===== config.mk =====
export PLATFORM = sky130hd
export DESIGN_NAME = hps_queue
export DESIGN_NICKNAME = d
export VERILOG_FILES = /design/src/design/hps_pkg.sv /design/src/design/hps_queue.sv
export SDC_FILE = /design/constraint.sdc
export NUM_CORES = 1
export LEC_CHECK = 0
export ABC_AREA = 1
export ABC_CLOCK_PERIOD_IN_PS = 4400
export BUFFER_PORTS_ARGS = -buffer_cell sky130_fd_sc_hd__buf_2
export CAP_MARGIN = 20
export CORE_UTILIZATION = 55
export CTS_BUF_LIST = sky130_fd_sc_hd__clkbuf_16
export CTS_CLUSTER_SIZE = 20
export DETAILED_ROUTE_END_ITERATION = 10
export MAX_ROUTING_LAYER = met4
export PLACE_DENSITY = 0.83
export SETUP_SLACK_MARGIN = 0.05
export SLEW_MARGIN = 20
export SYNTH_ARGS = -nofsm -noshare
export SYNTH_HDL_FRONTEND = slang
export SYNTH_SLANG_ARGS = --single-unit

===== constraint.sdc =====
create_clock -name clock -period 4.4 [get_ports clock]
set_input_delay 0.22 -clock clock [delete_from_list [all_inputs] [get_ports clock]]
set_output_delay 0.22 -clock clock [all_outputs]
set_load 0.02 [all_outputs]

===== src/design/hps_pkg.sv =====
`timescale 1ns / 1ps
// ----------------------------------------------------------------------------
// hps_pkg: shared definitions for the harmonic product spectrum block
// Frame geometry, field widths, harmonic limits and the item records that
// travel between the front end, the queue and the back end.
// ----------------------------------------------------------------------------
package hps_pkg;

   // frame geometry
   localparam int FRAME_SIZE    = 512;
   localparam int IDX_W         = $clog2(FRAME_SIZE);

   // harmonic range
   localparam int MAX_HARMONICS = 16;
   localparam int HARM_MIN      = 2;
   localparam int HARM_RESET    = 4;
   localparam int HARM_W        = 5;
   localparam int H_W           = $clog2(MAX_HARMONICS + 1);

   // field and datapath widths
   localparam int MAG_W         = 16;
   localparam int SUM_W         = MAG_W + $clog2(MAX_HARMONICS);
   localparam int PROD_W        = 32;
   localparam int FRAC_SHIFT    = 8;
   localparam int MUL_W         = PROD_W + SUM_W;
   localparam int BIN_W         = 9;

   // depth of the queue between front and back
   localparam int QUEUE_DEPTH   = 2;
   localparam int QPTR_W        = (QUEUE_DEPTH > 1) ? $clog2(QUEUE_DEPTH) : 1;
   localparam int QCNT_W        = $clog2(QUEUE_DEPTH + 1);

   // one classified input item
   typedef struct packed {
      logic [MAG_W-1:0] mag;
      logic [IDX_W-1:0] idx;
      logic             last;
   } hps_entry_type;

   // item issued from the back end to the compute engine
   typedef struct packed {
      logic          pop;
      hps_entry_type entry;
   } hps_item_type;

endpackage


===== src/design/hps_queue.sv =====
`timescale 1ns / 1ps
// ----------------------------------------------------------------------------
// hps_queue: item queue between front and back
// Small register FIFO so that the front end keeps taking items while the
// back end is busy with a frame.
// ----------------------------------------------------------------------------
module hps_queue import hps_pkg::*; (
   input  logic          clock,
   input  logic          reset,
   input  logic          push,
   input  hps_entry_type push_entry,
   output logic          full,
   input  logic          pop,
   output logic          head_valid,
   output hps_entry_type head_entry
);

   hps_entry_type      slot_ff [QUEUE_DEPTH];
   logic [QPTR_W-1:0]  wr_ptr_ff;
   logic [QPTR_W-1:0]  wr_ptr_in;
   logic [QPTR_W-1:0]  rd_ptr_ff;
   logic [QPTR_W-1:0]  rd_ptr_in;
   logic [QCNT_W-1:0]  count_ff;
   logic [QCNT_W-1:0]  count_in;

   assign full       = (count_ff == QCNT_W'(QUEUE_DEPTH));
   assign head_valid = (count_ff != '0);
   assign head_entry = slot_ff[rd_ptr_ff];

   // pointer and fill count update
   always_comb begin
      wr_ptr_in = wr_ptr_ff;
      rd_ptr_in = rd_ptr_ff;
      count_in  = count_ff;
      if (push) begin
         wr_ptr_in = (wr_ptr_ff == QPTR_W'(QUEUE_DEPTH - 1)) ? '0 : wr_ptr_ff + QPTR_W'(1);
      end
      if (pop) begin
         rd_ptr_in = (rd_ptr_ff == QPTR_W'(QUEUE_DEPTH - 1)) ? '0 : rd_ptr_ff + QPTR_W'(1);
      end
      if (push && !pop) begin
         count_in = count_ff + QCNT_W'(1);
      end else if (pop && !push) begin
         count_in = count_ff - QCNT_W'(1);
      end
   end

   always_ff @(posedge clock) begin
      if (reset) begin
         wr_ptr_ff <= '0;
         rd_ptr_ff <= '0;
         count_ff  <= '0;
      end else begin
         wr_ptr_ff <= wr_ptr_in;
         rd_ptr_ff <= rd_ptr_in;
         count_ff  <= count_in;
      end
   end

   // item storage
   always_ff @(posedge clock) begin
      if (push) begin
         slot_ff[wr_ptr_ff] <= push_entry;
      end
   end

endmodule


==> metrics.cfg <==
[outcome]
status=finished, final reports clean

[cts]
holdBufCountCts=0
cts_resized=0
cts.sinks=57
postCtsSetupRepairBufs=0
clk_pin_slew_ns=0.05
htreeDepth=3
cts_root_buf=clkbuf_16
cts_tree=built
clk_latency_ns=0.32
numCtsBuffers=9
clockBufferDepth=2

[timing]
setup_viol=0
hold_violations=0
relSlewSlack=0.285
rsz0062_at_grt=no
tightest_slew_ns=1.07
slew_viol_final=0
tns_ns=0
min_period_ns=2.16
fmax_mhz=462
finClkSkew_ns=0.00349
timing.final.crit_share=0.492

[route]
first_iter_violations=47
vias=1172
ant_nets=0
drc=0
first_pass_iters=4
vias_per_cell=5.01
wl_per_cell_um=15.9
wirelength_um=3720

[cells_and_area]
n_fill_cell=242
diodes=0
register_area_um2=1660
drive_gt1_frac=0.538
area_growth_pct=27.1
layout.nets=212
multi_input_area_um2=463
final_util=0.749

[die]
row_count=22
start_util=0.590
coreArea_um2=3740
io-pin-count=58
die_w_um=65.3
dieArea_um2=4270
die_y_um=65.3

[power_and_ir_drop]
powerDensity_nw_per_um2=519
p_sw_frac=0.225
power_frac_comb=0.109
ir_drop_mv=0.438
pwr-share-clk=0.452
share_seq_of_total_power=0.440
p_leak_nw=1.17
power.switching_mw=0.328
internal_power_mw=1.13

[logic_synthesis]
synth-main-ff-cell=edfxtp_1
synthTopCellsByArea=edfxtp_1, mux2_4, dfxtp_1
ys_types=16
syn_area_um2=2210
synth_cells=114
synth_edf_count=52
ys_seq_area_frac=0.753
synth_top_area_cell=edfxtp_1
synth_top_area_share=0.707
postSynthAreaPerCell_um2=19.4
yosysWarnings=0
async_reset_ff_frac=0
ys_ff_latch=57
synth_fp_nets=145

[hold_path]
worstHoldStart=push_entry[22]
hold_depth=1
min_to=slot_ff[0][22]$_DFFE_PP_
hp-class=in2reg

[global_route]
grtUsageTotal=0.202
grt_pass1_vias=1209
antenna_found_initial=0
grt_overflow=0
grt_pass1_wl_um=5700
grt_max_degree=28

[critical_path]
crit_required_ns=4.18
start_kind=register
r2r_start=wr_ptr_ff$_SDFFE_PP0P_
path_class=reg2out
endpoint_kind=output pin
reg2reg_slack_ns=2.77
worstPathArrival_ns=1.94
reg2reg_depth=2
rr_endpoint=slot_ff[1][5]$_DFFE_PP_
cp_max_fo=17

[place]
hpwl_um=2560
numPortBuffers=57
place_congestion=0.670

[job]
cap_violations=0

## registers in the layout, indices dropped and copies added, names as in the netlist, named ones only
signal,flops
count_ff,2
rd_ptr_ff,1
wr_ptr_ff,1
slot_ff,52
## through the flow
step | setup WS (ns) | power (mW) | std cells | cell area, um^2 | hold slack [ns]
2_1_floorplan | 2.56 | 0.762 | 114 | 2210 | 0.292
3_3_place_gp | 2.62 | 0.800 | 218 | 2520 | 0.409
3_5_place_dp | 2.57 | 0.810 | 218 | 2520 | 0.412
4_1_cts | 2.23 | 1.46 | 234 | 2810 | 0.0859
5_1_grt | 2.15 | 1.50 | 234 | 2810 | 0.0818
6_report | 2.24 | 1.46 | 234 | 2810 | 0.0913
## cells in the mapped netlist, types with 2 or more instances
library cell and instances:
inv_1 9, nand2_1 6, edfxtp_1 52, mux2_4 20, mux2_2 6, buf_12 2, dfxtp_1 5, nor2_1 6
## cell type report
class,instances,area share
Clock buffer,9,0.0803
Clock inverter,7,0.0219
Inverter,9,0.0120
Multi-Input combinational cell,45,0.165
Sequential cell,57,0.592
Tap cell,48,0.0214
Timing Repair Buffer,59,0.107
## metal layers
layer | GRT usage | vias to the layer above | share of wire
met1 | 0.210 | 567 | 0.39
li1 | - | 565 | -
met2 | 0.347 | 34 | 0.54
met4 | 0.0815 | 0 | 0.017
met5 | - | - | 0
met3 | 0.0747 | 6 | 0.048
## kinds of logic (layout without fill, tap and decap cells)
logic type	after synthesis	count (layout)	synth area share
compound gates	2	2	0.00453
xor+xnor	1	1	0.00397
fa+ha+maj	1	1	0.00567
buf+inv	12	84	0.0385
flops	57	57	0.753
mux	26	26	0.167
simple gates	15	15	0.0278
## power by group through the flow
stage                     registers (mW)  logic [mW]  clock network, mW
after floorplan                    0.643       0.119                  0
after global placement             0.647       0.153                  0
after detailed placement           0.650       0.160                  0
after CTS                          0.640       0.161              0.661
after global routing               0.642       0.170              0.685
final                              0.640       0.158              0.658
## cells in the final DEF, fill, tap and decap left out
cell type	count
a21oi_1	1
buf_2	57
buf_4	2
bufinv_16	1
clkbuf_16	9
clkinv_1	2
clkinv_2	3
clkinv_4	1
dfxtp_1	5
edfxtp_1	52
ha_1	1
inv_1	9
mux2_2	6
mux2_4	20
nand2_1	6
nand3_1	1
nand4_1	1
nor2_1	5
nor2_2	1
nor3_1	1
o21ai_0	1
xnor2_1	1
## critical path, stage by stage (launching register included)
cell and delay [ns]:
dfxtp_1 0.68, buf_4 0.40, mux2_2 0.37, buf_2 0.16
## how the worst max path moves through the flow
stage | end | from | slack, ns | depth (start not counted)
after detailed placement | head_entry[12] | register | 2.57 | 3
after floorplan | slot_ff[0][0]$_DFFE_PP_ | wr_ptr_ff$_SDFFE_PP0P_ | 2.56 | 1
final | head_entry[10] | register | 2.24 | 3
after global placement | head_entry[12] | register | 2.62 | 3
after CTS | head_entry[10] | register | 2.23 | 3
after global routing | head_entry[12] | register | 2.15 | 3
Note: power is estimated with default switching activity, not from simulation.
