==> config.mk <==
export PLATFORM = sky130hd
export DESIGN_NAME = hps_front_flat
export DESIGN_NICKNAME = d
export VERILOG_FILES = /design/src/design/hps_pkg.sv /design/src/design/hps_req_if.sv /design/src/design/hps_front.sv /design/src/flat_wrapper.sv
export SDC_FILE = /design/constraint.sdc
export NUM_CORES = 1
export LEC_CHECK = 0
export ABC_AREA = 1
export BUFFER_PORTS_ARGS = -buffer_cell sky130_fd_sc_hd__buf_2
export CAP_MARGIN = 25
export CORE_UTILIZATION = 38
export CTS_CLUSTER_DIAMETER = 30
export DETAILED_ROUTE_END_ITERATION = 8
export PLACE_DENSITY = 0.81
export SLEW_MARGIN = 20
export SYNTH_ARGS = -nofsm -noshare
export SYNTH_HDL_FRONTEND = slang
export SYNTH_SLANG_ARGS = --single-unit
==> constraint.sdc <==
create_clock -name clock -period 1.6 [get_ports clock]
set_input_delay 0 -clock clock [delete_from_list [all_inputs] [get_ports clock]]
set_output_delay 0 -clock clock [all_outputs]
set_load 0.01 [all_outputs]
==> src/design/hps_pkg.sv <==
`timescale 1ns / 1ps
// ----------------------------------------------------------------------------
// hps_pkg: shared definitions for the harmonic product spectrum block
// Frame geometry, field widths, harmonic limits and the item records that
// travel between the front end, the queue and the back end.
// ----------------------------------------------------------------------------
package hps_pkg;

   // frame geometry
   localparam int FRAME_SIZE    = 512;
   localparam int IDX_W         = $clog2(FRAME_SIZE);

   // harmonic range
   localparam int MAX_HARMONICS = 16;
   localparam int HARM_MIN      = 2;
   localparam int HARM_RESET    = 4;
   localparam int HARM_W        = 5;
   localparam int H_W           = $clog2(MAX_HARMONICS + 1);

   // field and datapath widths
   localparam int MAG_W         = 16;
   localparam int SUM_W         = MAG_W + $clog2(MAX_HARMONICS);
   localparam int PROD_W        = 32;
   localparam int FRAC_SHIFT    = 8;
   localparam int MUL_W         = PROD_W + SUM_W;
   localparam int BIN_W         = 9;

   // depth of the queue between front and back
   localparam int QUEUE_DEPTH   = 2;
   localparam int QPTR_W        = (QUEUE_DEPTH > 1) ? $clog2(QUEUE_DEPTH) : 1;
   localparam int QCNT_W        = $clog2(QUEUE_DEPTH + 1);

   // one classified input item
   typedef struct packed {
      logic [MAG_W-1:0] mag;
      logic [IDX_W-1:0] idx;
      logic             last;
   } hps_entry_type;

   // item issued from the back end to the compute engine
   typedef struct packed {
      logic          pop;
      hps_entry_type entry;
   } hps_item_type;

endpackage

==> src/design/hps_req_if.sv <==
`timescale 1ns / 1ps
// ----------------------------------------------------------------------------
// hps_req_if: input channel
// Valid/ready channel carrying one spectrum bin magnitude per item.
// ----------------------------------------------------------------------------
interface hps_req_if import hps_pkg::*; ();

   logic             valid;
   logic             ready;
   logic [MAG_W-1:0] bin_magnitude;

   modport source (output valid, output bin_magnitude, input ready);
   modport sink   (input valid, input bin_magnitude, output ready);

endinterface

==> src/design/hps_front.sv <==
`timescale 1ns / 1ps
// ----------------------------------------------------------------------------
// hps_front: input front end
// Accepts bin items, tags each with its position in the frame and marks the
// last bin, then pushes the item into the queue.
// ----------------------------------------------------------------------------
module hps_front import hps_pkg::*; (
   input  logic          clock,
   input  logic          reset,
   hps_req_if.sink       req_ch,
   input  logic          queue_full,
   output logic          push,
   output hps_entry_type push_entry
);

   logic [IDX_W-1:0] bin_ff;
   logic [IDX_W-1:0] bin_in;
   logic             is_last;

   // accept whenever the queue has room
   assign req_ch.ready = !queue_full;
   assign push         = req_ch.valid && !queue_full;
   assign is_last      = (bin_ff == IDX_W'(FRAME_SIZE - 1));

   assign push_entry.mag  = req_ch.bin_magnitude;
   assign push_entry.idx  = bin_ff;
   assign push_entry.last = is_last;

   // bin position within the frame
   always_comb begin
      bin_in = bin_ff;
      if (push) begin
         bin_in = is_last ? '0 : bin_ff + IDX_W'(1);
      end
   end

   always_ff @(posedge clock) begin
      if (reset) begin
         bin_ff <= '0;
      end else begin
         bin_ff <= bin_in;
      end
   end

endmodule

==> src/flat_wrapper.sv <==
// flat-port wrapper written by rule: the top's interface ports become plain ports
module hps_front_flat import hps_pkg::*;
  (clock, reset, queue_full, push, push_entry, req_ch_valid, req_ch_bin_magnitude, req_ch_ready);
  hps_req_if req_ch_i ();
  input  logic clock;
  input  logic reset;
  input  logic queue_full;
  output logic push;
  output hps_entry_type push_entry;
  input wire logic [$bits(req_ch_i.valid)-1:0] req_ch_valid;
  input wire logic [$bits(req_ch_i.bin_magnitude)-1:0] req_ch_bin_magnitude;
  output wire logic [$bits(req_ch_i.ready)-1:0] req_ch_ready;
  assign req_ch_i.valid = req_ch_valid;
  assign req_ch_i.bin_magnitude = req_ch_bin_magnitude;
  assign req_ch_ready = req_ch_i.ready;
  hps_front u_core (.clock(clock), .reset(reset), .req_ch(req_ch_i), .queue_full(queue_full), .push(push), .push_entry(push_entry));
endmodule
==> flow_summary_export.csv <==
group,metric,value,unit
layout,nets,117,
clocking,worstSkewPairLatency,0.26,ns
layout,multiInputGateArea,292,um2
setup_path,start_kind,"flip-flop",
yosys,synthDistinctLibCells,20,
timing,finalHoldViolCount,0,
detailed_routing,dr_wl_met2,585,um
detailed_routing,post_drt_wl_per_cell,11.4,um
clocking,cts_buffers,3,
flow_run,cap_viol_max_count,0,
layout,num_antenna_cells,0,
setup_path,required,1.76,ns
placement,hpwl,908,um
timing,maxSlewViolCount,0,
detailed_routing,drtIter0Drc,8,
yosys,synthTopCellsByArea,"dfxtp_1 (29%), buf_4 (21%), nand2_1 (7.9%)",
die,num_rows,14,
grt,antenna_found_initial,0,
clocking,cts_tree,"yes",
yosys,yosysMostFrequentCell,"buf_4",
clocking,clockBufferDepth,2,
yosys,async_reset_ff_share,0,%
timing,timing.fmax,678,MHz
yosys,synth_sequential_area_ratio,29.3,%
grt,grt_pass1_vias,462,
run_status,status,"finished clean",
layout,final_core_util,45.3,%
yosys,synth_top_cell_area_share,29.3,%
setup_path,worstSetupPathType,"reg2reg",
layout,seqCellArea,183,um2
clocking,root_buffer,"clkbuf_4",
yosys,yosys-top-cells-count,"buf_4 (17), nand2_1 (13), dfxtp_1 (9), nor2_1 (8), inv_1 (7)",
detailed_routing,drc,0,
timing,worst_pin_slew,0.196,ns
grt,grt_usage,14.9,%
yosys,synth_ff_type,"dfxtp_1",
detailed_routing,wl_met1,525,um
layout,area_growth,11.0,%
layout,largest_reg_flops,9,
setup_path,slowest_delay,0.36,ns
timing,finalSetupViolCount,0,
die,die_h,42.2,um
timing,skew,0.00118,ns
layout,layout-drive-gt1-share,44.1,%
detailed_routing,antenna_left,0,
timing,relSlewSlack,86.9,%
pwr,p_leak,0.000306,uW
yosys,synth_warnings,0,
timing,finalCritPeriodShare,92.1,%
yosys,avgSynthCellArea,7.23,um2
setup_path,slowest_stage,"dfxtp_2",
layout,regMostFlops,"u_core.bin_ff",
placement,gp_congestion,0.839,
setup_path,crit_path_cell_trace,"ha_4 -> nand3_1 -> nor3_2 -> ha_1 -> nand3_1 -> nand2_1 -> inv_2 -> o21ai_0 -> a21oi_1",
clocking,cts_sinks,9,
grt,grt_pass1_wl,1940,um
detailed_routing,wirelength,1250,um
yosys,yosysTopAreaCell,"dfxtp_1",
yosys,syn_area,614,um2
die,fp.dieArea,0.00178,mm2
timing,whs,0.00000444,ns
detailed_routing,routed-wl-met3,84,um
detailed_routing,dr_total_vias,538,
pwr,ir_worst_vdd,325,uV
setup_path,worstPathArrival,1.63,ns
yosys,ys_ff_latch,9,
setup_path,crit_fanout,5,
min_path,hold_path.class,"in2out",
pwr,power_density,698,mW/mm2
detailed_routing,top_layer_used,"met4",
grt,overflow,0,
layout,reg_top3,"u_core.bin_ff x9",
clocking,h-tree-depth,1,
grt,grt_max_degree,7,
die,io_pins,48,
die,design.core.area,0.00151,mm2
detailed_routing,drtPass1Iterations,4,
yosys,syn-instance-count,85,
yosys,synth_edf_count,0,
die,fp.dieW,42.2,um
detailed_routing,viasPerCell,4.94,
yosys,syn-num-nets,108,
die,initial_utilization,40.8,%
timing,fin_crit,1.47,ns
clocking,path_clk_slew,0.06,ns
placement,io_buffer_count,15,
setup_path,crit_path_end_kind,"flip-flop",
setup_path,crit_top_cell,"nand3_1",
layout,n_fill_cell,151,
-- report_power, final --
part	total, uW	switching (uW)	internal, uW
clock	181	84.5	96.5
sequential	236	5.63	230
combinational	59.3	32.4	26.9
-- layout make-up --
class                   count  area share (%)
repair buffers             21            18.0
multi-input cells          49            42.8
well taps                  16            2.94
inverters                  10            5.69
flip-flops and latches      9            26.8
clock buffers               4            3.85
-- routing by layer --
layer	vias to the layer above	track usage, %
met2	17	22.5
met4	0	15.6
li1	268	-
met1	243	15.7
met3	10	4.31
met5	-	0
-- cell families (layout without fill, tap and decap cells) --
kind of cell    after synthesis  count (layout)  synth area share, %
fa+ha+maj                     3               3                 6.11
flops                         9               9                 29.3
simple gates                 38              38                 30.3
buf+inv                      27              35                 27.1
compound gates                8               8                 7.13
-- metrics by stage --
step	setup slack (ns)	setup TNS, ns	instance area, um2	power [uW]	std cells
6_report	0.126	0	682	476	109
5_1_grt	-0.00877	-0.0123	682	504	109
4_1_cts	0.0147	0	648	475	108
3_5_place_dp	0.0280	0	612	291	103
3_3_place_gp	0.0799	0	612	291	103
2_1_floorplan	0.0707	0	614	310	85
-- repair_timing --
item | 4_1_cts | 5_1_grt
hold endpoints to repair | 1 | 0
setup endpoints to repair | 0 | 9
hold buffers | 1 | 0
gates resized for setup | 0 | 7
setup buffers | 0 | 1
-- critical path: cells and delay by family (launching register included) --
family | cells | cell delay [ns]
AOI/OAI and AO/OA | 2 | 0.12
and+or+nand+nor | 4 | 0.48
adders and majority gates | 2 | 0.33
buffers and inverters | 1 | 0.07
DFF | 1 | 0.36
-- worst paths after layout --
path	startpoint	endpoint	slack, ns	cells after the start
hold reg to reg	u_core.bin_ff[6]	u_core.bin_ff[6]	0.47	2
setup reg to reg	u_core.bin_ff[1]	u_core.bin_ff[2]	0.13	9
hold / removal	req_ch_bin_magnitude[11]	push_entry[21]	0.000004	0
setup / recovery	u_core.bin_ff[1]	u_core.bin_ff[2]	0.13	9
-- cells in the final DEF, fill, tap and decap left out, drive strengths merged --
cell,netlist,routed
buf,17,20
nand2,16,16
nor2,12,12
inv,9,9
dfxtp,9,9
nand3,6,6
a21oi,5,5
clkbuf,0,4
o21ai,3,3
ha,3,3
nor3,2,2
clkinv,1,1
nor3b,1,1
nand4,1,1
dlygate4sd3,0,1
(Power assumes the default switching activity.)
